--- config.mk ---
export PLATFORM = sky130hd
export DESIGN_NAME = csm_result_queue
export DESIGN_NICKNAME = d
export VERILOG_FILES = /design/src/hw/rtl/csm_pkg.sv /design/src/hw/rtl/csm_result_queue.sv
export SDC_FILE = /design/constraint.sdc
export NUM_CORES = 1
export LEC_CHECK = 0
export BUFFER_PORTS_ARGS = -buffer_cell sky130_fd_sc_hd__buf_2
export CAP_MARGIN = 10
export CORE_UTILIZATION = 54
export CTS_CLUSTER_DIAMETER = 150
export DETAILED_ROUTE_END_ITERATION = 8
export HOLD_SLACK_MARGIN = 0.12
export PLACE_DENSITY = 0.76
export SLEW_MARGIN = 10
export SYNTH_ARGS = -nofsm -noshare
export SYNTH_HDL_FRONTEND = slang
export SYNTH_SLANG_ARGS = --single-unit
--- constraint.sdc ---
create_clock -name clk -period 4.85 [get_ports clk]
set_clock_uncertainty 0.05 [all_clocks]
set_input_delay 0.7275 -clock clk [delete_from_list [all_inputs] [get_ports clk]]
set_output_delay 0.7275 -clock clk [all_outputs]
set_load 0.01 [all_outputs]
--- src/hw/rtl/csm_pkg.sv ---
// shared types and constants for the csr sparse matrix-vector core
// no dependencies
package csm_pkg;

  localparam int VEC_DEPTH     = 2048;
  localparam int ROW_COUNT_MAX = 65536;
  localparam int VEC_AW        = $clog2(VEC_DEPTH);

  localparam int CMD_W   = 2;
  localparam int INDEX_W = 11;
  localparam int VALUE_W = 32;
  localparam int SUM_W   = 64;
  localparam int ROW_W   = 16;

  localparam int IQ_DEPTH = 4;
  localparam int RQ_DEPTH = 4;
  localparam int RQ_CW    = $clog2(RQ_DEPTH + 1);

  localparam logic [CMD_W-1:0] CMD_LOAD  = 2'd0;
  localparam logic [CMD_W-1:0] CMD_TERM  = 2'd1;
  localparam logic [CMD_W-1:0] CMD_EMPTY = 2'd2;

  localparam logic [ROW_W-1:0] ROW_LAST = ROW_W'(ROW_COUNT_MAX - 1);

  typedef enum logic [1:0] {
    OP_NOP,
    OP_LOAD,
    OP_TERM,
    OP_EMPTY
  } op_t;

  typedef struct packed {
    op_t                      op;
    logic [INDEX_W-1:0]       index;
    logic signed [VALUE_W-1:0] value;
    logic                     last;
    logic                     in_range;
  } item_t;

  typedef struct packed {
    logic signed [SUM_W-1:0] row_sum;
    logic [ROW_W-1:0]        row_number;
  } res_t;

endpackage

--- src/hw/rtl/csm_result_queue.sv ---
// result queue between the execution pipeline and the output port
// depends on csm_pkg
module csm_result_queue import csm_pkg::*; (
  input  logic             clk,
  input  logic             rst_n,
  input  logic             wr_en,
  input  res_t             wr_data,
  output logic [RQ_CW-1:0] free,
  input  logic             pop,
  output logic             empty,
  output res_t             head
);

  localparam int PW = $clog2(RQ_DEPTH);

  res_t              q_r [RQ_DEPTH];
  logic [PW-1:0]     wr_ptr_r, wr_ptr_nxt;
  logic [PW-1:0]     rd_ptr_r, rd_ptr_nxt;
  logic [RQ_CW-1:0]  cnt_r, cnt_nxt;
  logic              do_pop;

  assign empty  = (cnt_r == '0);
  assign free   = RQ_CW'(RQ_DEPTH) - cnt_r;
  assign head   = q_r[rd_ptr_r];
  assign do_pop = pop && !empty;

  always_comb begin
    wr_ptr_nxt = wr_ptr_r;
    rd_ptr_nxt = rd_ptr_r;
    if (wr_en) begin
      wr_ptr_nxt = (wr_ptr_r == PW'(RQ_DEPTH - 1)) ? '0 : wr_ptr_r + 1'b1;
    end
    if (do_pop) begin
      rd_ptr_nxt = (rd_ptr_r == PW'(RQ_DEPTH - 1)) ? '0 : rd_ptr_r + 1'b1;
    end
    case ({wr_en, do_pop})
      2'b10:   cnt_nxt = cnt_r + 1'b1;
      2'b01:   cnt_nxt = cnt_r - 1'b1;
      default: cnt_nxt = cnt_r;
    endcase
  end

  always_ff @(posedge clk) begin
    if (!rst_n) begin
      wr_ptr_r <= '0;
      rd_ptr_r <= '0;
      cnt_r    <= '0;
    end else begin
      wr_ptr_r <= wr_ptr_nxt;
      rd_ptr_r <= rd_ptr_nxt;
      cnt_r    <= cnt_nxt;
    end
  end

  always_ff @(posedge clk) begin
    if (wr_en) begin
      q_r[wr_ptr_r] <= wr_data;
    end
  end

endmodule

== After elaboration in Yosys (flattened, before gate mapping) ==
Memory sizes are Yosys's and may differ from the RTL's. A register that Yosys moved wholly into a read port is not among the register bits.
Index checks and enable logic that the tools add are counted.

* Add/subtract/negate cells: 5
* Eq/ne operators: 4
* Multiplexer cells: 7
* Reductions and logical operators: 4

{| class="wikitable"
|+ Operators by type and width
! kind !! count
|-
| $mux W2 || 4
|-
| $eq A2 B2 Y1 const B || 3
|-
| $pmux W3 S2 || 1
|-
| $add A2 B1 Y2 const B || 2
|-
| $add A3 B1 Y3 const B || 1
|-
| $logic_not A3 Y1 || 1
|-
| $sub A3 B1 Y3 const B || 1
|-
| $sub A3 B3 Y3 const A || 1
|-
| $eq A2 B1 Y1 const B || 1
|-
| $mux W1 || 2
|-
| $reduce_bool A2 Y1 || 1
|-
| $logic_and A1 B1 Y1 || 1
|-
| $logic_not A1 Y1 || 1
|}

* Flip-flop bits (word level): 7
* Memory bits (writable): 320
* Bits of input ports: 84
* Output and inout bits: 84
* Logic and storage cells: 24
* Memories kept: 1

{| class="wikitable"
|+ Memories
! name !! depth !! width !! read ports !! clocked after Yosys merged registers in !! write ports !! RTL line !! source
|-
| q_r || 4 || 80 || 1 || 1 || 1 || csm_result_queue.sv:16 || <nowiki>res_t q_r [RQ_DEPTH];</nowiki>
|}

== Depth between registers and ports, before layout ==
* Depth after elaboration: 5
* Mapped depth: 10
* Gate-level depth less buffers: 10

== Worst setup path before layout ==
Ideal clock, no wire load.

* Path kind: input to register
* From: input port wr_en
* To: memory q_r[0][0] (netlist bit) (enable)
* Setup time: 447 ps
* Arrival: 2,591 ps
* Data required time: 4,353 ps
* Slack: 1,762 ps
* Stages: 1
* Buffers on the path: 0
* Cells stage by stage: and2_1

* Longest elaborated chain between the ends: 2

{| class="wikitable"
|+ Ends and longest elaborated chain
! what !! RTL line !! source
|-
| start, declared || csm_result_queue.sv:6 || <nowiki>input logic wr_en,</nowiki>
|-
| $mux W1 || csm_result_queue.sv:56 || <nowiki>if (wr_en) begin</nowiki>
|-
| $mux W1 (not written as such) || csm_result_queue.sv:57 || <nowiki>q_r[wr_ptr_r] <= wr_data;</nowiki>
|-
| end, declared || csm_result_queue.sv:16 ||
|}

No other way between the ends.

==> metrics.txt <==
CTS Buf Count=34; Layout Nets=754; Fill cells=1448; Ports=168; dpl ws=2010 ps; CTS tree=done; GPL Wtd Cong=0.722; PD cells=489 mW/mm2; Core Util, Final=65.0%; largest net degree at the start of global routing=64; CTS Root Cell=clkbuf_16; Achievable Freq=0.304 GHz; vias in the first global route=5918; crit path time final=3290 ps; core area=0.0219 mm2; setup ws final=1560 ps; clock-pin slew on the worst setup and hold paths=60 ps; Die X=152 um; post-DP HPWL=12.8 mm; DR WL/cell=22.4 um; type of the worst min-delay path=primary input to register; number of routed nets with antenna violations=0; DR vias/cell=5.62; Max VDD drop=398 uV; total wire length=21.6 mm; register bit total from synthesis=329; PortBufs=167; max-slew violation count=0; RSZ-0062 raised after global routing=false; relative slew slack=36.0%; Setup TNS=0 ps; row cnt=54; CTS Hold Buffers Added=0; most common cell after layout, fill and taps aside=edfxtp_1; total power=0.00697 W; Syn Nets=562; post-synthesis sequential area ratio=80.7%; cells on worst reg2reg path=10; DIE HEIGHT=152 um; antenna violations before repair=1; Crit Path Max Fanout=31; CP max-delay cell=dfxtp_4; total grt overflow=0; CP Cell Sequence=buf_4 -> mux4_2 -> buf_2; worst skew pair latency=490 ps; number of remaining DRC errors=0; P_leak=4.80 nW; Mapped Avg Cell Area=25.9 um2; Final Hold Viols=0; final setup fails=0; Post-CTS Resized=0; critical setup path kind=register to output port; area of the mapped netlist=0.0121 mm2; CTS Buffer Depth=3; H-tree levels=2; Post-Syn Instances=469; Slew @ Worst Pin=961 ps; startpoint type of the worst setup path=register; Crit. End Element=output port; initial drt markers=332; CP Buf/Inv Count=2; DR vias=5422; Crit path largest cell delay=770 ps; Ys Warns=0; global-route usage over all layers=19.1%; initial core utilization=55.4%; drt first pass iters=5; synth-to-layout area growth=17.4%; status=finished, final reports clean; Stages on worst setup path=3; maxcap violations=0; layout cell share with drive strength beyond 1=45.2%; Critical Path RT=4070 ps; Worst Hold Depth=1; commonest non-fill, non-tap cells in the layout=320 x edfxtp_1, 167 x buf_2, 80 x mux4_2; crit-path leading delay family=flip-flops; number of distinct library cells after synthesis=23; first-pass GRT wire length=33.3 mm; Post-CTS Repair Setup Buffers=0; Tcrit/Tclk final=67.8%; clock net sink count=329; DIE AREA=0.0231 mm2; CP arrival=2510 ps
==> worst reg2reg max path, delay by kind of cell (launching register included) <==
family | cells | cell delay [ps]
adder cells (fa/ha/maj) | 4 | 1060
XOR/XNOR | 1 | 160
AND/OR/NAND/NOR | 2 | 650
buffers and inverters | 2 | 160
AO/OA/AOI/OAI | 1 | 180
flip-flops | 1 | 380
==> logic make-up after synthesis <==
| group | synth area share [%] |
|---|---|
| adders and majority gates | 0.991 |
| and+or+nand+nor | 0.743 |
| AOI/OAI and AO/OA | 0.186 |
| muxes | 15.1 |
| DFF | 80.7 |
| buffers and inverters | 2.08 |
| xor gates and xnor gates | 0.145 |
==> Yosys cell counts, drive strengths merged <==
cell type | number | area (um2)
or3 | 1 | 6.26
o21ai | 2 | 10.0
mux2i | 3 | 30.0
and2 | 6 | 37.5
xor2 | 1 | 8.76
a21boi | 1 | 7.51
ha | 8 | 100
edfxtp | 320 | 9610
dfxtp | 9 | 180
nand2 | 1 | 3.75
mux4 | 80 | 1800
nor2 | 1 | 3.75
fa | 1 | 20.0
inv | 8 | 30.0
nor2b | 5 | 31.3
xnor2 | 1 | 8.76
nor3b | 1 | 7.51
a21oi | 1 | 5.00
buf | 19 | 223
==> layer usage <==
metal  track usage, %  part of all wire [%]  up-vias
met5                0                 0.056        -
met4             6.29                   1.5        2
met3             4.16                   7.0       27
met2             32.1                    52      203
met1             25.0                    40     2798
li1                 -                     -     2392
==> stage by stage <==
| step | cell area, um2 | hold WS (ps) | cells |
|---|---|---|---|
| after floorplan | 12100 | 415 | 469 |
| after detailed placement | 13200 | 473 | 905 |
| after global placement | 13200 | 427 | 905 |
| final | 14200 | 390 | 965 |
| after global routing | 14200 | 372 | 962 |
| after CTS | 14200 | 364 | 962 |
==> path summary, 6_finish.rpt <==
check / startpoint / endpoint / slack (ps)
worst min register to register: cnt_r[2] / cnt_r[2] / 490
worst max register to register: cnt_r[0] / cnt_r[2] / 2140
worst max-delay path: register / head[76] / 1560
worst min-delay path: wr_data[48] / q_r[2][48] / 390
==> report_power, final <==
part	internal, W	leakage (nW)	total (W)	switching [W]
Clock	0.00145	0.522	0.00245	0.00100
Sequential	0.00326	3.01	0.00338	0.000122
Combinational	0.000596	1.26	0.00114	0.000540
Total	0.00530	4.80	0.00697	0.00166
==> state kept, by name, indices dropped and copies added (netlist names), named ones only <==
register / flops
wr_ptr_r: 2
cnt_r: 3
rd_ptr_r: 2
q_r: 320
==> layout make-up <==
type                            instances  area (um2)  area share [%]
Tap cell                              280         350            2.46
Clock inverter                         14         103           0.721
Inverter                                8        30.0           0.211
Multi-Input combinational cell        113        2090            14.7
Timing Repair Buffer                  175         896            6.29
Clock buffer                           43         958            6.73
Sequential cell                       329        9800            68.8
Antenna cell                            3        7.51          0.0527
No activity file was read; power rests on OpenSTA's default activity.
